<file path="config.mk">
export PLATFORM = sky130hd
export DESIGN_NAME = rbf_lane
export DESIGN_NICKNAME = d
export VERILOG_FILES = /design/src/design/rbf_pkg.sv /design/src/design/rbf_lane.sv
export SDC_FILE = /design/constraint.sdc
export NUM_CORES = 1
export LEC_CHECK = 0
export ABC_AREA = 1
export CORE_MARGIN = 4
export CORE_UTILIZATION = 61
export CTS_BUF_LIST = sky130_fd_sc_hd__clkbuf_4 sky130_fd_sc_hd__clkbuf_8
export DETAILED_ROUTE_END_ITERATION = 12
export DONT_BUFFER_PORTS = 1
export PLACE_DENSITY = 0.76
export SETUP_SLACK_MARGIN = 0.02
export SYNTH_ARGS = -nofsm -noshare
export SYNTH_HDL_FRONTEND = slang
export SYNTH_SLANG_ARGS = --single-unit
</file>
<file path="constraint.sdc">
create_clock -name aclk -period 4.4 [get_ports aclk]
set_input_delay 0.22 -clock aclk [delete_from_list [all_inputs] [get_ports aclk]]
set_output_delay 0.22 -clock aclk [all_outputs]
set_load 0.005 [all_outputs]
</file>
<file path="src/design/rbf_pkg.sv">
// rbf_pkg: shared types and constants of the rgb 3x3 box filter
`default_nettype none
package rbf_pkg;

    localparam int CHAN_W    = 8;
    localparam int NCHAN     = 3;
    localparam int CH_RED    = 2;
    localparam int CH_GREEN  = 1;
    localparam int CH_BLUE   = 0;
    localparam int COORD_W   = 12;
    localparam int TAPS      = 9;

    localparam int DEF_MAX_WIDTH = 4096;
    localparam int MAX_HEIGHT    = 4096;
    localparam int MIN_SIDE      = 3;
    localparam int RESET_WIDTH   = 640;
    localparam int RESET_HEIGHT  = 480;

    localparam int CFG_W     = 13;
    localparam int CFG_IDX_W = 2;
    localparam logic [CFG_IDX_W-1:0] REG_IMAGE_WIDTH  = 2'd0;
    localparam logic [CFG_IDX_W-1:0] REG_IMAGE_HEIGHT = 2'd1;

    // divide by nine as multiply by ceil(2^16 / 9) and shift
    localparam int SUM_W       = 12;
    localparam int RECIP_SHIFT = 16;
    localparam int RECIP       = 7282;
    localparam int PROD_W      = 25;

    localparam int IN_DATA_W  = 24;
    localparam int OUT_DATA_W = 48;

    typedef logic [NCHAN-1:0][CHAN_W-1:0] pix_t;

    typedef struct packed {
        pix_t upper;
        pix_t lower;
    } line_t;

    typedef struct packed {
        logic               r_first;
        logic               r_ge2;
        logic               r_last;
        logic               c_ge1;
        logic               c_ge2;
        logic               c_last;
        logic [COORD_W-1:0] row;
        logic [COORD_W-1:0] col;
        pix_t               pix;
    } meta_t;

    typedef struct packed {
        logic [COORD_W-1:0] row;
        logic [COORD_W-1:0] col;
        pix_t               pix;
        logic               frame_done;
    } res_t;

endpackage
`default_nettype wire

</file>
<file path="src/design/rbf_lane.sv">
// rbf_lane: one colour channel, nine-tap sum and divide by nine
`default_nettype none
module rbf_lane (
    input  wire                                            aclk,
    input  wire                                            en,
    input  wire [rbf_pkg::TAPS-1:0][rbf_pkg::CHAN_W-1:0]   taps,
    output logic [rbf_pkg::CHAN_W-1:0]                     mean
);

    localparam logic [rbf_pkg::PROD_W-1:0] RECIP_K = rbf_pkg::PROD_W'(rbf_pkg::RECIP);

    logic [rbf_pkg::SUM_W-1:0]  sum_next;
    logic [rbf_pkg::SUM_W-1:0]  sum_reg;
    logic [rbf_pkg::PROD_W-1:0] prod_reg;

    always_comb begin
        sum_next = '0;
        for (int i = 0; i < rbf_pkg::TAPS; i++) begin
            sum_next = sum_next + rbf_pkg::SUM_W'(taps[i]);
        end
    end

    always_ff @(posedge aclk) begin
        if (en) begin
            sum_reg  <= sum_next;
            prod_reg <= rbf_pkg::PROD_W'(sum_reg) * RECIP_K;
        end
    end

    assign mean = prod_reg[rbf_pkg::RECIP_SHIFT +: rbf_pkg::CHAN_W];

endmodule
`default_nettype wire

</file>
==> summary.md, run 1 <==
| Metric | Value |
|---|---|
| Status | `finished clean` |
| Syn Nets | `735` |
| WL final | `9.61 mm` |
| Crit path DAT | `4.33 ns` |
| Initial DRC Count | `124` |
| Cts bufs inserted | `3` |
| Largest register FFs | `12` |
| CP Capture Type | `flip-flop` |
| First-pass GRT wire length | `15.6 mm` |
| TNS Setup | `0 ns` |
| Vias/cell | `5.27` |
| Overflow after GRT | `0` |
| Unrepaired setup endpoints after global routing | `no` |
| FP Rows | `31` |
| Aggregate global-route resource usage | `0.223` |
| Nets | `751` |
| Final GP Congestion | `0.909` |
| Clk Latency, worst-skew pair | `0.27 ns` |
| Slew Viols, Final | `0` |
| Max-cap violation count | `0` |
| Max Freq | `232 MHz` |
| Post-route ant nets | `0` |
| Routed vias | `3228` |
| CP startpoint kind | `flip-flop` |
| Final hold slack | `0.0509 ns` |
| Reg clk slew, reported paths | `0.09 ns` |
| Post-CTS Hold Fix Bufs | `0` |
| First drt pass iteration count | `4` |
| Post-Syn Area | `0.00467 mm2` |
| Post-route DRC | `0` |
| Synth cell types | `28` |
| Largest net degree at the start of global routing | `21` |
| Post-Syn Instances | `498` |
| Worst Clk Skew | `0.00679 ns` |
| Antenna cells | `0` |
| Core area | `0.00733 mm2` |
| Initial Util | `0.637` |
| CTS tree | `done` |
| Final period demand of the worst path | `4.31 ns` |
| Worst-path fanout max | `4` |
| Total die area | `0.00911 mm2` |
| HPWL Detailed | `8.58 mm` |
| Kind of critical path | `flip-flop to flip-flop` |
| Worst relative slew slack | `0.760` |
| Seq cells post-synth | `20` |
| Clk buf depth | `2` |
| Final period util | `0.979` |
| Most used cell, CP | `nand2_1` |
| Die height | `95.5 um` |
| Slowest CP cell | `fa_2` |
| Seq/Total Area, Yosys | `0.129` |
| Avg Synthesized Cell Area | `9.37 um2` |
| I/O Pins | `82` |
| WP data required | `4.43 ns` |
| Avg WL per Cell | `15.7 um` |
| Initial antenna violation count | `0` |
| Vias in the first global route | `3377` |
| Layout cell share with drive strength beyond 1 | `0.105` |
| Worst Hold Class | `primary input to flip-flop` |
| H-Tree Depth | `1` |
| P&R area growth vs syn | `8.55%` |
| Crit-path cells | `fa_2 -> ha_1 -> ha_1 -> fa_1 -> inv_1 -> fa_1 -> inv_1 -> ha_4 -> nand2_1 -> nand2_1 -> a31oi_1 -> nand2_1 -> nand2_1 -> nand2_1 -> xor2_1` |
| Synth Warn # | `0` |
| Final setup viols | `0` |
| Die span in x | `95.5 um` |
| Final hold violation count | `0` |
| Worst Max-Slew Pin Slew | `0.359 ns` |
| TritonCTS Sinks | `20` |
| Slowest Stage Delay on Critical Path | `0.61 ns` |
| Count of input and output buffers | `0` |
| Root buf cell | `clkbuf_8` |
-- Yosys cell counts --
master	instances	area, um2
ha_1	80	1000
o21bai_1	2	15.0
xor2_1	8	70.1
a21boi_1	1	7.51
nor4_1	1	6.26
nand2_2	4	25.0
o21ai_0	1	5.00
nand2_1	74	278
nor2_4	1	11.3
o21ai_2	2	17.5
edfxtp_1	20	601
inv_2	4	15.0
o21a_1	2	15.0
inv_1	142	533
a31oi_1	1	6.26
xnor2_1	4	35.0
o21ai_1	1	5.00
a21oi_1	18	90.1
a21o_1	3	22.5
nor3_2	3	30.0
nand3_2	2	20.0
nand3b_1	1	7.51
fa_1	83	1660
nand4_1	3	18.8
nor2_1	19	71.3
nand3_1	15	75.1
nor2_2	2	12.5
o21bai_2	1	11.3
-- worst paths after layout --
kind,slack (ns),start,depth (start not counted),to
max,0.09,sum_reg[6]$_DFFE_PP_,15,prod_reg[17]$_DFFE_PP_
min reg2reg,1.08,sum_reg[0]$_DFFE_PP_,6,prod_reg[23]$_DFFE_PP_
min,0.05,en,0,prod_reg[22]$_DFFE_PP_
max reg2reg,0.09,sum_reg[6]$_DFFE_PP_,15,prod_reg[17]$_DFFE_PP_
-- critical path, delay by kind of cell (launching register included) --
| family | cells | cell delay [ns] |
|---|---|---|
| adder cells (fa/ha/maj) | 6 | 2.55 |
| buffers and inverters | 2 | 0.13 |
| XOR/XNOR | 1 | 0.16 |
| AO/OA/AOI/OAI | 1 | 0.20 |
| AND/OR/NAND/NOR | 5 | 0.51 |
| flip-flops | 1 | 0.52 |
-- timing repair --
item | CTS | global route
pin swaps | 0 | 7
resized for setup | 1 | 22
setup endpoints to repair | 2 | 8
buffers inserted | 1 | 3
-- layer usage --
metal,routed length (um),vias up,part of all wire,GRT usage
met4,139,0,0.014,0.0438
met3,511,10,0.053,0.0410
met5,0,-,0,0
met2,5010,83,0.52,0.380
met1,3940,1590,0.41,0.300
li1,-,1545,-,-
-- cell usage in the layout (no fill, tap or decap) --
master,instances
nor4_2,1
o21ai_2,2
o21bai_2,1
nand2_1,71
ha_2,1
ha_1,74
a21oi_1,13
o21ai_1,1
nand3b_1,1
bufinv_16,1
fa_1,82
clkbuf_8,3
buf_6,1
nand2_2,7
fa_2,1
inv_1,140
nor3_2,3
nand4_1,3
o21bai_1,2
a21boi_1,1
nor2_1,17
o21ai_0,1
xor2_1,8
a21o_1,3
edfxtp_1,20
ha_4,5
a21oi_4,1
a31oi_1,1
buf_4,10
nor2_4,2
inv_2,6
a21oi_2,4
nand3_2,2
nor2_2,3
nand3_1,15
xnor2_1,4
o21a_1,2
-- final cells by class --
class | count | area, um2
flip-flops and latches | 20 | 601
clock buffers | 3 | 41.3
clock inverters | 1 | 30.0
well taps | 99 | 124
repair buffers | 11 | 86.3
inverters | 146 | 548
fillers | 567 | 2260
multi-input cells | 332 | 3640
-- kinds of logic (layout without fill, tap and decap cells) --
logic type	after synthesis	after routing	share of synthesized area
AOI/OAI and AO/OA	32	32	0.0418
xor gates and xnor gates	12	12	0.0225
adders and majority gates	163	163	0.571
buffers and inverters	146	161	0.117
DFF	20	20	0.129
and+or+nand+nor	125	125	0.119
-- through the flow --
stage	area [um2]	setup slack, ns	std cells	utilization
finish	5070	0.0937	612	0.691
floorplan	4670	0.188	498	-
CTS	4930	0.0306	609	0.672
detailed placement	4840	-0.0411	604	0.661
global route	5070	0.0148	612	0.691
global placement	4840	0.118	604	0.661
Power of run 1 is not shown: default switching activity piles up to over one toggle a cycle in this logic, so the estimate is an artifact.
==> run 2: changes to the inputs <==
- CORE_UTILIZATION: 61 -> 30
- PLACE_DENSITY: 0.76 -> 0.41
==> run 2 against run 1 <==
Clock skew shrank 0.0039 ns. Clock-buffer cell count is the same. Critical path depth rose by 3. Global-route usage is 12 points lower. Sequential cell count unchanged. Register-to-register slack improved by 0.14 ns. Critical path type unchanged. Worst hold slack worse by 0.0045 ns. Maximum frequency increased by 3.3%. Setup slack better by 0.14 ns. Cell area rose by 2.4%. Largest cell class unchanged. Via count is 5.0% lower. Die area up 93%.
==> summary.md, run 2 (same netlist as run 1, synthesis figures left out) <==
| Metric | Value |
|---|---|
| Vias in the first global route | `3333 (was 3377)` |
| Nets | `754 (was 751)` |
| Setup crit start | `sum_reg[8]$_DFFE_PP_ (was sum_reg[6]$_DFFE_PP_)` |
| TNS Setup | `0 ns (unchanged)` |
| Largest net degree at the start of global routing | `21 (unchanged)` |
| Met3 usage | `0.0141 (was 0.0410)` |
| CP Buf/Inv Count | `4 (was 2)` |
| Clk buf depth | `2 (unchanged)` |
| Final GP Congestion | `0.847 (was 0.909)` |
| Post-route DRC | `0 (unchanged)` |
| Crit path DAT | `4.21 ns (was 4.33 ns)` |
| Total die area | `0.0176 mm2 (was 0.00911 mm2)` |
| Initial antenna violation count | `0 (unchanged)` |
| WL final | `8.85 mm (was 9.61 mm)` |
| Worst relative slew slack | `0.779 (was 0.760)` |
| Slowest CP cell | `fa_1 (was fa_2)` |
| R2R Path End | `prod_reg[21]$_DFFE_PP_ (was prod_reg[17]$_DFFE_PP_)` |
| Capture point of the critical path | `prod_reg[21]$_DFFE_PP_ (was prod_reg[17]$_DFFE_PP_)` |
| Most common cell after layout, fill and taps aside | `inv_1 (unchanged)` |
| M2 GR Usage | `0.170 (was 0.380)` |
| FP Rows | `45 (was 31)` |
| First-pass GRT wire length | `15.3 mm (was 15.6 mm)` |
| Post-CTS Hold Fix Bufs | `0 (unchanged)` |
| Placed insts | `694 (was 604)` |
| Core area | `0.0152 mm2 (was 0.00733 mm2)` |
| HPWL Detailed | `8.14 mm (was 8.58 mm)` |
| Die span in x | `133 um (was 95.5 um)` |
| Final period util | `0.947 (was 0.979)` |
| Slew Viols, Final | `0 (unchanged)` |
| Unrepaired setup endpoints after global routing | `no (unchanged)` |
| CP Capture Type | `flip-flop (unchanged)` |
| Aggregate global-route resource usage | `0.106 (was 0.223)` |
| Cts bufs inserted | `3 (unchanged)` |
| Max Freq | `240 MHz (was 232 MHz)` |
| Final hold violation count | `0 (unchanged)` |
| TritonCTS Sinks | `20 (unchanged)` |
| Final period demand of the worst path | `4.17 ns (was 4.31 ns)` |
| Worst path depth | `18 (was 15)` |
| Overflow after GRT | `0 (unchanged)` |
| Kind of critical path | `flip-flop to flip-flop (unchanged)` |
| Initial Util | `0.307 (was 0.637)` |
| Utilization after layout | `0.341 (was 0.691)` |
| I/O Pins | `82 (unchanged)` |
| RR Startpoint | `sum_reg[8]$_DFFE_PP_ (was sum_reg[6]$_DFFE_PP_)` |
| Initial DRC Count | `46 (was 124)` |
| FF-to-FF path depth | `18 (was 15)` |
| Top delay family on crit path | `adder cells (unchanged)` |
| CP startpoint kind | `flip-flop (unchanged)` |
| Post-route ant nets | `0 (unchanged)` |
| Worst Clk Skew | `0.00293 ns (was 0.00679 ns)` |
| H-Tree Depth | `1 (unchanged)` |
| Max-cap violation count | `0 (unchanged)` |
| Avg WL per Cell | `12.6 um (was 15.7 um)` |
| First drt pass iteration count | `4 (unchanged)` |
| Met1 GRT Util | `0.154 (was 0.300)` |
| P&R area growth vs syn | `11.2% (was 8.55%)` |
| Largest register FFs | `12 (unchanged)` |
| Layout cell share with drive strength beyond 1 | `0.118 (was 0.105)` |
| Commonest cells after routing, fill and taps aside | `inv_1 (139), fa_1 (83), ha_1 (72), nand2_1 (70), edfxtp_1 (20) (was inv_1 (140), fa_1 (82), ha_1 (74), nand2_1 (71), edfxtp_1 (20))` |
| CTS tree | `done (unchanged)` |
| FF-to-FF setup slack | `0.23 ns (was 0.09 ns)` |
| Reg clk slew, reported paths | `0.09 ns (about the same)` |
| Root buf cell | `clkbuf_8 (unchanged)` |
| Routed vias | `3066 (was 3228)` |
| WP data required | `4.44 ns (was 4.43 ns)` |
| Busiest grt layer | `met2 (unchanged)` |
| Status | `finished clean (unchanged)` |
| Die height | `133 um (was 95.5 um)` |
| Slowest Stage Delay on Critical Path | `0.53 ns (was 0.61 ns)` |
| Worst-path fanout max | `3 (was 4)` |
| Antenna cells | `0 (unchanged)` |
| Final setup viols | `0 (unchanged)` |
| Non-Filler Instances | `704 (was 612)` |
| Clk Latency, worst-skew pair | `0.28 ns (was 0.27 ns)` |
| Vias/cell | `4.36 (was 5.27)` |
| Crit-path cells | `fa_1 -> ha_4 -> inv_1 -> fa_1 -> inv_1 -> fa_1 -> inv_1 -> fa_1 -> inv_2 -> ha_4 -> nand2_1 -> nand2_2 -> a21oi_2 -> nor2_2 -> nor3_2 -> nand2_1 -> nand2_1 -> nand2_1 (was fa_2 -> ha_1 -> ha_1 -> fa_1 -> inv_1 -> fa_1 -> inv_1 -> ha_4 -> nand2_1 -> nand2_1 -> a31oi_1 -> nand2_1 -> nand2_1 -> nand2_1 -> xor2_1)` |
| Worst Hold Class | `primary input to flip-flop (unchanged)` |
| Count of input and output buffers | `0 (unchanged)` |
| Worst Max-Slew Pin Slew | `0.331 ns (was 0.359 ns)` |
## run 2: timing repair
item | 4_1_cts | 5_1_grt
pin swaps | 0 | 8
resized for setup | 2 | 26
setup buffers | 1 | 5
setup endpoints to repair | 4 | 7
## run 2: cell type report
class | instances | area, um2
Timing Repair Buffer | 14 | 105
Clock inverter | 1 | 3.75
Inverter | 146 | 548
Clock buffer | 3 | 41.3
Multi-Input combinational cell | 332 | 3650
Sequential cell | 20 | 601
Fill cell | 1596 | 10000
Tap cell | 188 | 235
## run 2: how the worst min path moves through the flow
stage | startpoint | endpoint | slack (ns) | cells past startpoint
after floorplan | en | prod_reg[16]$_DFFE_PP_ | 0.33 | 0
after global placement | en | prod_reg[21]$_DFFE_PP_ | 0.34 | 0
after detailed placement | en | prod_reg[21]$_DFFE_PP_ | 0.34 | 0
after CTS | en | prod_reg[22]$_DFFE_PP_ | 0.03 | 0
after global routing | en | prod_reg[22]$_DFFE_PP_ | 0.02 | 0
final | en | prod_reg[22]$_DFFE_PP_ | 0.05 | 0
## run 2: stage by stage
step	cell area, um2	hold WS, ns	setup slack, ns
after global routing	5190	0.0203	0.0350
after global placement	4960	0.335	0.0659
after CTS	5020	0.0253	0.0278
after detailed placement	4960	0.335	0.00547
final	5190	0.0464	0.233
after floorplan	4670	0.332	0.188
## run 2: worst register-to-register path: cells and delay by family, from the launching register on
kind	cells	cell delay [ns]
simple gates	7	0.57
compound gates	1	0.18
buf+inv	4	0.20
flops	1	0.46
fa+ha+maj	6	2.52
## run 2: metal layers
layer	part of all wire	routed length, um
met1	0.50	4460
met2	0.47	4190
met3	0.016	142
met4	0.0069	61
met5	0	0
Power of run 2 is left out for the same reason.
