**config.mk**
```make
export PLATFORM = sky130hd
export DESIGN_NAME = rbf_merge_out
export DESIGN_NICKNAME = d
export VERILOG_FILES = /design/src/design/rbf_pkg.sv /design/src/design/rbf_merge_out.sv
export SDC_FILE = /design/constraint.sdc
export NUM_CORES = 1
export LEC_CHECK = 0
export BUFFER_PORTS_ARGS = -buffer_cell sky130_fd_sc_hd__buf_4
export CORE_ASPECT_RATIO = 1.4
export CORE_MARGIN = 1.5
export CORE_UTILIZATION = 26
export CTS_BUF_LIST = sky130_fd_sc_hd__clkbuf_8
export DETAILED_ROUTE_END_ITERATION = 7
export PLACE_DENSITY_LB_ADDON = 0.12
export SYNTH_ARGS = -nofsm -noshare
export SYNTH_HDL_FRONTEND = slang
export SYNTH_SLANG_ARGS = --single-unit
```
**constraint.sdc**
```tcl
create_clock -name aclk -period 10.9 [get_ports aclk]
set_input_delay 2.18 -clock aclk [delete_from_list [all_inputs] [get_ports aclk]]
set_output_delay 2.18 -clock aclk [all_outputs]
set_load 0.01 [all_outputs]
```
**src/design/rbf_pkg.sv**
```systemverilog
// rbf_pkg: shared types and constants of the rgb 3x3 box filter
`default_nettype none
package rbf_pkg;

    localparam int CHAN_W    = 8;
    localparam int NCHAN     = 3;
    localparam int CH_RED    = 2;
    localparam int CH_GREEN  = 1;
    localparam int CH_BLUE   = 0;
    localparam int COORD_W   = 12;
    localparam int TAPS      = 9;

    localparam int DEF_MAX_WIDTH = 4096;
    localparam int MAX_HEIGHT    = 4096;
    localparam int MIN_SIDE      = 3;
    localparam int RESET_WIDTH   = 640;
    localparam int RESET_HEIGHT  = 480;

    localparam int CFG_W     = 13;
    localparam int CFG_IDX_W = 2;
    localparam logic [CFG_IDX_W-1:0] REG_IMAGE_WIDTH  = 2'd0;
    localparam logic [CFG_IDX_W-1:0] REG_IMAGE_HEIGHT = 2'd1;

    // divide by nine as multiply by ceil(2^16 / 9) and shift
    localparam int SUM_W       = 12;
    localparam int RECIP_SHIFT = 16;
    localparam int RECIP       = 7282;
    localparam int PROD_W      = 25;

    localparam int IN_DATA_W  = 24;
    localparam int OUT_DATA_W = 48;

    typedef logic [NCHAN-1:0][CHAN_W-1:0] pix_t;

    typedef struct packed {
        pix_t upper;
        pix_t lower;
    } line_t;

    typedef struct packed {
        logic               r_first;
        logic               r_ge2;
        logic               r_last;
        logic               c_ge1;
        logic               c_ge2;
        logic               c_last;
        logic [COORD_W-1:0] row;
        logic [COORD_W-1:0] col;
        pix_t               pix;
    } meta_t;

    typedef struct packed {
        logic [COORD_W-1:0] row;
        logic [COORD_W-1:0] col;
        pix_t               pix;
        logic               frame_done;
    } res_t;

endpackage
`default_nettype wire

```
**src/design/rbf_merge_out.sv**
```systemverilog
// rbf_merge_out: merges lane results into up to three output pixels and sends them
`default_nettype none
module rbf_merge_out (
    input  wire                                  aclk,
    input  wire                                  aresetn,
    input  wire                                  load_valid,
    input  rbf_pkg::meta_t                       meta,
    input  rbf_pkg::pix_t                        mean,
    input  rbf_pkg::pix_t                        mid_pix,
    input  rbf_pkg::pix_t                        right_pix,
    output logic                                 take_ok,
    output logic                                 m_tvalid,
    input  wire                                  m_tready,
    // row[11:0], col[23:12], red[31:24], green[39:32], blue[47:40]
    output logic [rbf_pkg::OUT_DATA_W-1:0]       m_tdata,
    output logic                                 m_tlast,
    // frame_done[0]
    output logic                                 m_tuser
);

    rbf_pkg::res_t cand [4];
    logic [3:0]    cand_en;
    rbf_pkg::res_t bundle [4];
    logic [2:0]    n_next;

    rbf_pkg::res_t res_reg [3];
    logic [1:0]    cnt_reg;

    always_comb begin
        cand[0].row        = meta.row;
        cand[0].col        = meta.col;
        cand[0].pix        = meta.pix;
        cand[0].frame_done = 1'b0;
        cand_en[0]         = meta.r_first;

        cand[1].row        = meta.row - rbf_pkg::COORD_W'(1);
        cand[1].col        = meta.col - rbf_pkg::COORD_W'(1);
        cand[1].pix        = meta.c_ge2 ? mean : mid_pix;
        cand[1].frame_done = 1'b0;
        cand_en[1]         = meta.r_ge2 && meta.c_ge1;

        cand[2].row        = meta.row - rbf_pkg::COORD_W'(1);
        cand[2].col        = meta.col;
        cand[2].pix        = right_pix;
        cand[2].frame_done = 1'b0;
        cand_en[2]         = meta.r_ge2 && meta.c_last;

        cand[3].row        = meta.row;
        cand[3].col        = meta.col;
        cand[3].pix        = meta.pix;
        cand[3].frame_done = meta.c_last;
        cand_en[3]         = meta.r_last;
    end

    // pack the enabled candidates in order
    always_comb begin
        n_next = '0;
        for (int i = 0; i < 4; i++) begin
            bundle[i] = cand[0];
        end
        for (int i = 0; i < 4; i++) begin
            if (cand_en[i]) begin
                bundle[n_next[1:0]] = cand[i];
                n_next = n_next + 3'd1;
            end
        end
    end

    assign m_tvalid = (cnt_reg != 2'd0);
    assign take_ok  = (cnt_reg == 2'd0) || ((cnt_reg == 2'd1) && m_tready);

    always_ff @(posedge aclk) begin
        if (!aresetn) begin
            cnt_reg <= '0;
        end else if (take_ok && load_valid) begin
            cnt_reg <= n_next[1:0];
        end else if (m_tvalid && m_tready) begin
            cnt_reg <= cnt_reg - 2'd1;
        end
    end

    always_ff @(posedge aclk) begin
        if (take_ok && load_valid) begin
            res_reg[0] <= bundle[0];
            res_reg[1] <= bundle[1];
            res_reg[2] <= bundle[2];
        end else if (m_tvalid && m_tready) begin
            res_reg[0] <= res_reg[1];
            res_reg[1] <= res_reg[2];
        end
    end

    assign m_tdata = {res_reg[0].pix[rbf_pkg::CH_BLUE], res_reg[0].pix[rbf_pkg::CH_GREEN],
                      res_reg[0].pix[rbf_pkg::CH_RED], res_reg[0].col, res_reg[0].row};
    assign m_tlast = (cnt_reg == 2'd1);
    assign m_tuser = res_reg[0].frame_done;

endmodule
`default_nettype wire

```
==> results.toml, run 1 <==
[synth]
yosys_warnings = 0
synth-edff-count = 147
synth_flop_cell = "edfxtp_1"
yosysUniqueCellTypes = 51
synth_async_sr_flop_share_pct = 0
avgSynthCellArea_um2 = 9.881
syn_area_mm2 = 0.008488
ys_seq_area_share_pct = 52.48
synth_fp_nets = 999
ys_seq_elements = 149
synth_cells = 859

[die]
start_util_pct = 26.28
core_mm2 = 0.03230
die_w_um = 155.7
pin_count = 182
die_h_um = 216.8
dieArea_mm2 = 0.03375
fp-row-count = 78

[global_routing]
grtUsageTotal_pct = 14.77
grt_max_degree = 85
grt_pass1_wl_mm = 37.25
grt_remaining_overflow = 0
antenna_found_initial = 1
grt_pass1_vias = 6270

[clock_tree]
cts-buffers-inserted = 17
tritoncts = "done"
clock-sinks = 149
cts_setup_buffers = 0
cts.clk_slew.worst_paths_ps = 90
cts_root_buf = "clkbuf_8"
cts_max_path_buffers = 2
hold_buffers = 0
htree_num_levels = 4
cts_resized = 0
insertion_delay_ps = 490

[worst_setup_path]
crit_path_start_kind = "primary input"
critPathLaunch = "meta[52]"
path_class = "primary input to register"
cp.required_ps = 11240
reg2reg_depth = 6
end_kind = "register"
worstPathArrival_ps = 5230
r2r-start = "cnt_reg[0]$_SDFFE_PN0P_"
cp_max_fo = 40

[outcome]
status = "finished, final reports clean"

[drt]
wl_per_cell_um = 17.56
routed_wl_mm = 24.80
drc_errors = 0
vias = 6723
viasPerCell = 4.761
ant_nets = 0
drt_iter0_markers = 378
drt-pass1-iter-count = 5

[worst_hold_path]
worstHoldStart = "res_reg[1][11]$_DFFE_PP_"
whs_path_depth = 2
hold_path_class = "register to register"

[placed_design]
placed_cell_area_mm2 = 0.009879
gp_congestion = 0.7436
port_buffers = 181
hpwlAfterDp_mm = 16.14
place_inst = 1379

[finish]
fin_nets = 1098
largest_reg_flops = 147
ff_latch_area_mm2 = 0.004454
drive_gt1_share_pct = 25.85
finish.instance_area_mm2 = 0.01029
instances_no_fill = 1412
fillers = 3380
multi_input_area_mm2 = 0.003386
syn2layout_area_growth_pct = 21.18

[timing]
post-route-min-period_ps = 4888
clock_skew_ps = 7.697
drv_slew = 0
fmaxAchievable_mhz = 204.6
setup_viol = 0
rsz0062_at_grt = "no"
hold_viol = 0
slew_headroom_pct = 26.36
tns_ps = 0
worstMarginPinSlew_ps = 1095
fin_crit_sh_pct = 44.84

[pwr]
peakVddDrop_mv = 0.2570
leakagePower_nw = 3.784
powerDensity_mw_per_mm2 = 211.1

[run]
cap_viol_max_count = 0
where the power goes:
| group | internal (mW) | leakage (nW) | switching [mW] | total (mW) |
|---|---|---|---|---|
| Combinational | 0.257 | 2.14 | 0.441 | 0.697 |
| Clock | 0.242 | 0.213 | 0.226 | 0.469 |
| Sequential | 0.946 | 1.44 | 0.0596 | 1.01 |
cells by family after synthesis:
group	synth area share [%]
buf+inv	7.901
mux	3.420
simple gates	16.41
fa+ha+maj	1.474
xor+xnor	3.774
flops	52.48
compound gates	14.55
placed cells by master (no fill, tap or decap), drive strengths merged, types with 2 or more instances in the layout:
cell / instances
buf: 190
nand2: 164
edfxtp: 147
o21ai: 91
nor2: 55
o22ai: 48
o31ai: 28
mux2: 24
or3: 23
a31oi: 22
xnor2: 19
inv: 18
clkbuf: 17
xor2: 15
nand3: 14
ha: 10
or4: 10
clkinv: 9
nor4: 8
and3: 5
nor3: 5
a21oi: 5
o211ai: 4
nand4: 4
bufinv: 4
and2: 4
nand2b: 3
mux2i: 2
o2111ai: 2
and4b: 2
dfxtp: 2
or3b: 2
layout make-up:
cell class	count	area share [%]
antenna	1	0.02433
clock buffer	17	2.275
clock inverter	15	1.654
inverter	16	0.6082
multi-input combinational	584	32.92
sequential	149	43.30
tap	440	5.352
timing repair buffer	190	13.87
per-layer routing:
| metal | track usage (%) | vias up | part of all wire [%] |
|---|---|---|---|
| li1 | - | 3280 | - |
| met1 | 17.70 | 3203 | 42 |
| met2 | 25.21 | 211 | 50 |
| met3 | 3.664 | 29 | 5.8 |
| met4 | 5.937 | 0 | 1.9 |
| met5 | 0 | - | 0 |
per-stage QoR:
step                utilization [%]  hold slack (ps)  power (mW)  setup WS (ps)
floorplan                         -            494.6       1.511           5973
global route                  31.84            538.5       2.309           5665
finish                        31.84            524.3       2.172           6012
CTS                           31.83            523.0       2.217           6026
detailed placement            30.58            506.9       1.741           5491
global placement              30.58            500.2       1.734           5560
synth_stat cells, types with 16 or more instances:
cell	instances	area [µm²]
nand2_1	164	615.6
edfxtp_1	147	4414
o21ai_0	59	295.3
nor2_1	55	206.5
clkbuf_1	51	191.4
buf_4	48	360.4
o22ai_1	48	300.3
o21ai_1	32	160.2
o31ai_1	28	210.2
mux2_2	24	270.3
or3_1	23	143.9
a31oi_1	22	137.6
xnor2_1	19	166.4
inv_1	16	60.06
final timing paths:
kind         slack, ps                  endpoint
min                520  res_reg[0][60]$_DFFE_PP_
max               6010  res_reg[0][30]$_DFFE_PP_
max reg2reg       7960   res_reg[0][7]$_DFFE_PP_
min reg2reg        520  res_reg[0][60]$_DFFE_PP_
worst max-delay path, cell delays in order:
cell	delay [ps]
buf_4	130
nand2_1	100
ha_1	360
xnor2_1	220
inv_1	90
ha_1	210
nand2_1	200
nand3_2	830
or4_1	740
a31oi_1	170
No activity file was read; power rests on OpenSTA's default activity.
==> inputs of run 2 (changes only) <==
- ABC_AREA: default -> 1
- clock period: 10.9 -> 4.1 ns (I/O delays scaled with it)
==> run 2 against run 1 <==
Effect of this change:
- worst setup slack worse by 4900 ps
- critical endpoint is now res_reg[0][47]$_DFFE_PP_
- highest routed layer unchanged
- critical path depth up 2
- non-clock buffer count increased by 8
- cell area up 4.3%
- clock skew up 8.5 ps
- synthesized cell count grew 28%
- area after synthesis grew 5.0%
==> results.toml, run 2 <==
[outcome]
status = "finished, final reports clean"

[pwr]
powerDensity_mw_per_mm2 = 545.1
leakagePower_nw = 4.741
peakVddDrop_mv = 0.1969

[worst_setup_path]
worstPathArrival_ps = 3210
end_kind = "register"
critical-path-slowest-cell = "o21ai_2"
crit_path_start_kind = "primary input"
cp_max_fo = 10
path_buf_inv = 1
crit_chain = "buf_4 > nand2_1 > ha_1 > nand3_1 > nand2_1 > ha_1 > nand2_1 > nand2_1 > o21ai_2 > nand3_1 > nand3_1 > nand2_1"
path_class = "primary input to register"
cp_slowest_stage_delay_ps = 550
crit_family = "simple AND/OR/NAND/NOR gates"
cp.required_ps = 4340
crit_top_cell = "nand2_1"

[die]
dieArea_mm2 = 0.03540
pin_count = 182
fp-row-count = 80
core_mm2 = 0.03393
die_w_um = 159.4
die_h_um = 222.0
start_util_pct = 26.25

[drt]
drc_errors = 0
ant_nets = 0
vias = 7603
viasPerCell = 4.520
drt_iter0_markers = 420
routed_wl_mm = 27.44
wl_per_cell_um = 16.32
drt-pass1-iter-count = 5

[finish]
drive_gt1_share_pct = 18.86
layout_common_cells = "395 x nand2_1, 196 x buf_4, 147 x edfxtp_1"
fillers = 3635
fin_nets = 1360
syn2layout_area_growth_pct = 20.38
finish.utilization_pct = 31.60
layout_commonest_cell = "nand2_1"
largest_reg_flops = 147
instances_no_fill = 1682

[global_routing]
grt_max_degree = 131
grtUsageTotal_pct = 15.76
grt_remaining_overflow = 0
grt_pass1_vias = 7458
grt_pass1_wl_mm = 42.50
antenna_found_initial = 1

[placed_design]
gp_congestion = 0.7674
port_buffers = 181
hpwlAfterDp_mm = 17.93
place_inst = 1652

[synth]
synth_area_leader_cell = "edfxtp_1"
synth-edff-count = 147
ys_seq_area_share_pct = 50.00
yosysMostFrequentCell = "nand2_1"
synth_flop_cell = "edfxtp_1"
avgSynthCellArea_um2 = 8.091
synth_fp_nets = 1241
synth_area_leaders = "edfxtp_1 50%, nand2_1 17%, o21ai_0 4.5%"
netlist.area_leader.share_pct = 49.55
synth_cells = 1101
yosysUniqueCellTypes = 27
synth_commonest_cells = "395 x nand2_1, 147 x edfxtp_1, 102 x inv_1"
synth_async_sr_flop_share_pct = 0
syn_area_mm2 = 0.008909
ys_seq_elements = 149
yosys_warnings = 0

[clock_tree]
cts_setup_buffers = 0
hold_buffers = 0
clock-sinks = 149
cts_root_buf = "clkbuf_8"
insertion_delay_ps = 480
cts-buffers-inserted = 17
cts_resized = 0
htree_num_levels = 4
cts_max_path_buffers = 2
tritoncts = "done"
cts.clk_slew.worst_paths_ps = 90

[timing]
setup_viol = 0
slew_headroom_pct = 32.90
fmaxAchievable_mhz = 336.4
fin_crit_sh_pct = 72.51
drv_slew = 0
rsz0062_at_grt = "no"
tns_ps = 0
hold_slack_ps = 517.8
worstMarginPinSlew_ps = 1003
clock_skew_ps = 16.18
hold_viol = 0
post-route-min-period_ps = 2973

[run]
cap_viol_max_count = 0

[worst_hold_path]
hold_path_class = "register to register"
-- run 2: cell count changes after synthesis, moves of 24 or more --
| cell | delta |
|---|---|
| mux2_2 | -24 |
| nand2_1 | +231 |
| buf_2 | +27 |
| clkbuf_1 | -39 |
| o21ai_1 | -29 |
| nand3_1 | +53 |
| inv_1 | +86 |
| o31ai_1 | -26 |
| a21oi_1 | +49 |
| o22ai_1 | -48 |
-- run 2: path summary, 6_finish.rpt --
kind                            depth (start not counted)  slack, ps                     from                        to
worst min register to register                          2        520  res_reg[1][1]$_DFFE_PP_  res_reg[0][50]$_DFFE_PP_
worst max-delay path                                   12       1130                 meta[52]  res_reg[0][47]$_DFFE_PP_
worst min-delay path                                    2        520  res_reg[1][1]$_DFFE_PP_  res_reg[0][50]$_DFFE_PP_
worst max register to register                         11       1650  cnt_reg[0]$_SDFFE_PN0P_  res_reg[0][52]$_DFFE_PP_
-- run 2: cell type report --
cell class                      count  area (µm²)  share of cell area [%]
Multi-Input combinational cell    747        3477                   32.42
Clock inverter                     12       76.32                  0.7117
Tap cell                          451       564.3                   5.262
Antenna cell                        1       2.502                 0.02333
Clock buffer                       17       234.0                   2.182
Inverter                          107       404.1                   3.769
Sequential cell                   149        4454                   41.54
Timing Repair Buffer              198        1511                   14.09
-- run 2: layer usage --
layer | wire [µm] | GRT usage (%) | vias up
met5 | 0 | 0 | -
met4 | 493 | 5.052 | 0
met3 | 1320 | 3.292 | 19
met2 | 14120 | 28.05 | 212
met1 | 11510 | 18.83 | 3555
li1 | - | - | 3817
-- run 2: cells by family (layout without fill, tap and decap cells) --
logic type / after synthesis / in the layout / share of synthesized area, %
AND/OR/NAND/NOR: 559 / 559 / 25.52
buffers and inverters: 205 / 334 / 11.19
flip-flops: 149 / 149 / 50.00
AO/OA/AOI/OAI: 147 / 147 / 8.497
multiplexers: 24 / 24 / 2.697
adder cells (fa/ha/maj): 10 / 10 / 1.404
XOR/XNOR: 7 / 7 / 0.6882
other: 0 / 1 / 0
-- run 2: power breakdown --
group / internal, mW / switching [mW]
clock: 0.448 / 0.586
combinational: 0.725 / 1.34
sequential: 2.57 / 0.179
-- run 2: stage by stage --
stage	worst slack [ps]	total power [mW]	cell area, µm²
after global placement	719.9	4.904	10410
after CTS	1165	5.969	10720
final	1127	5.846	10720
after detailed placement	648.3	4.915	10410
after floorplan	690.7	4.193	8909
after global routing	958.3	6.243	10720
-- run 2: worst register-to-register path, delay by kind of cell, from the launching register on --
kind                       cells  cell delay, ps
buffers and inverters          5            1260
and+or+nand+nor                4             370
AOI/OAI and AO/OA              1             170
adders and majority gates      1             160
DFF                            1             330
==> inputs of run 3 (changes only) <==
- clock period: 4.1 -> 3 ns (I/O delays scaled with it)
==> run 3 against run 2 <==
Effect of this change:
- critical path type unchanged
- cell count rose by 0.71%
- worst setup slack got worse by 490 ps
- routed wire length fell by 1.4%
- non-clock buffer count rose by 9
- critical endpoint is now res_reg[0][72]$_DFFE_PP_
- clock skew fell by 4.9 ps
- first-iteration DRC count rose by 6.9%
- global-route usage barely moved
- flip-flop and latch count did not move
==> results.toml, run 3 (same netlist as run 2, synthesis figures left out) <==
[outcome]
status = "finished, final reports clean"

[drt]
drt_iter0_markers = 449
vias = 7580
viasPerCell = 4.475
drc_errors = 0
drt-pass1-iter-count = 5
routed_wl_mm = 27.07
wl_per_cell_um = 15.98
ant_nets = 0

[timing]
post-route-min-period_ps = 2366
worstMarginPinSlew_ps = 955.7
rsz0062_at_grt = "no"
clock_skew_ps = 11.26
tns_ps = 0
drv_slew = 0
fmaxAchievable_mhz = 422.7
setup_viol = 0
hold_viol = 0
hold_slack_ps = 316.4
slew_headroom_pct = 36.29
fin_crit_sh_pct = 78.86

[die]
dieArea_mm2 = 0.03540
pin_count = 182
die_w_um = 159.4
die_h_um = 222.0
core_mm2 = 0.03393
fp-row-count = 80
start_util_pct = 26.25

[clock_tree]
cts_max_path_buffers = 2
cts_resized = 0
clock-sinks = 149
insertion_delay_ps = 480
hold_buffers = 0
htree_num_levels = 4
cts.clk_slew.worst_paths_ps = 80
cts_setup_buffers = 0
tritoncts = "done"
cts-buffers-inserted = 17
cts_root_buf = "clkbuf_8"

[pwr]
leakagePower_nw = 4.851
powerDensity_mw_per_mm2 = 757.4
power.total_mw = 8.313
peakVddDrop_mv = 0.5616

[finish]
fin_nets = 1369
finish.instance_area_mm2 = 0.01098
layout_common_cells = "395 x nand2_1, 198 x buf_4, 147 x edfxtp_1"
syn2layout_area_growth_pct = 23.20
largest_reg_flops = 147
drive_gt1_share_pct = 19.81
layout_commonest_cell = "nand2_1"

[placed_design]
gp_congestion = 0.8141
port_buffers = 181
hpwlAfterDp_mm = 18.08
placed_cell_area_mm2 = 0.01057

[global_routing]
grtUsageTotal_pct = 15.77
antenna_found_initial = 0
grt_remaining_overflow = 0
grt_pass1_wl_mm = 42.49
grt_max_degree = 71
grt_pass1_vias = 7514

[worst_hold_path]
hold_path_class = "primary input to register"

[worst_setup_path]
worstPathArrival_ps = 2580
path_class = "primary input to register"
crit_top_cell = "nand2_1"
end_kind = "register"
critical-path-slowest-cell = "ha_1"
crit_path_start_kind = "primary input"
cp_slowest_stage_delay_ps = 310
cp.required_ps = 3220
cp_max_fo = 13
crit_chain = "buf_4 > nand2_1 > ha_1 > nand3_1 > nand2_1 > inv_1 > ha_1 > nand2_1 > nand2_1 > nor2_4 > buf_4 > nand2_1 > nand3_1 > o21ai_0"

[run]
cap_viol_max_count = 0
## run 3: cell types whose count changed in the layout (fill, tap and decap cells not counted), sizes merged
cell / change
buf: +9
bufinv: +3
clkinvlp: +2
clkinv: -1
inv: -1
## run 3: critical path: cells and delay by family
kind | cells | cell delay (ps)
AND/OR/NAND/NOR | 8 | 940
adder cells (fa/ha/maj) | 2 | 480
buffers and inverters | 3 | 440
AO/OA/AOI/OAI | 1 | 90
## run 3: final cells by class
cell class / count / area (µm²)
fill: 3628 / 22960
sequential: 149 / 4454
multi-input combinational: 747 / 3477
timing repair buffer: 207 / 1667
tap: 451 / 564.3
inverter: 107 / 405.4
clock buffer: 17 / 234.0
clock inverter: 15 / 171.4
antenna: 1 / 2.502
## run 3: path summary, 6_finish.rpt
check,from,endpoint,slack (ps),cells past startpoint
hold / removal,meta[24],res_reg[1][25]$_DFFE_PP_,320,1
setup / recovery,meta[52],res_reg[0][72]$_DFFE_PP_,630,14
setup reg to reg,cnt_reg[0]$_SDFFE_PN0P_,res_reg[0][23]$_DFFE_PP_,760,8
hold reg to reg,res_reg[0][63]$_DFFE_PP_,res_reg[0][14]$_DFFE_PP_,520,2
## run 3: metal layers
layer | up-vias | part of all wire (%) | track usage [%]
met2 | 204 | 52 | 28.60
met5 | - | 0 | 0
met3 | 28 | 4.8 | 2.993
li1 | 3834 | - | -
met1 | 3514 | 42 | 18.38
met4 | 0 | 1.9 | 5.600
## run 3: power by group
part	internal [mW]	total (mW)	switching, mW	leakage [nW]
sequential	3.52	3.77	0.249	1.43
combinational	1.01	2.83	1.82	3.21
clock	0.882	1.71	0.827	0.209
## run 3: per-stage QoR
stage	utilization [%]	setup WS, ps	cells
floorplan	-	9.801	1101
global placement	31.14	142.8	1661
detailed placement	31.14	122.9	1661
CTS	32.34	663.8	1693
global route	32.34	451.3	1693
finish	32.35	634.3	1694
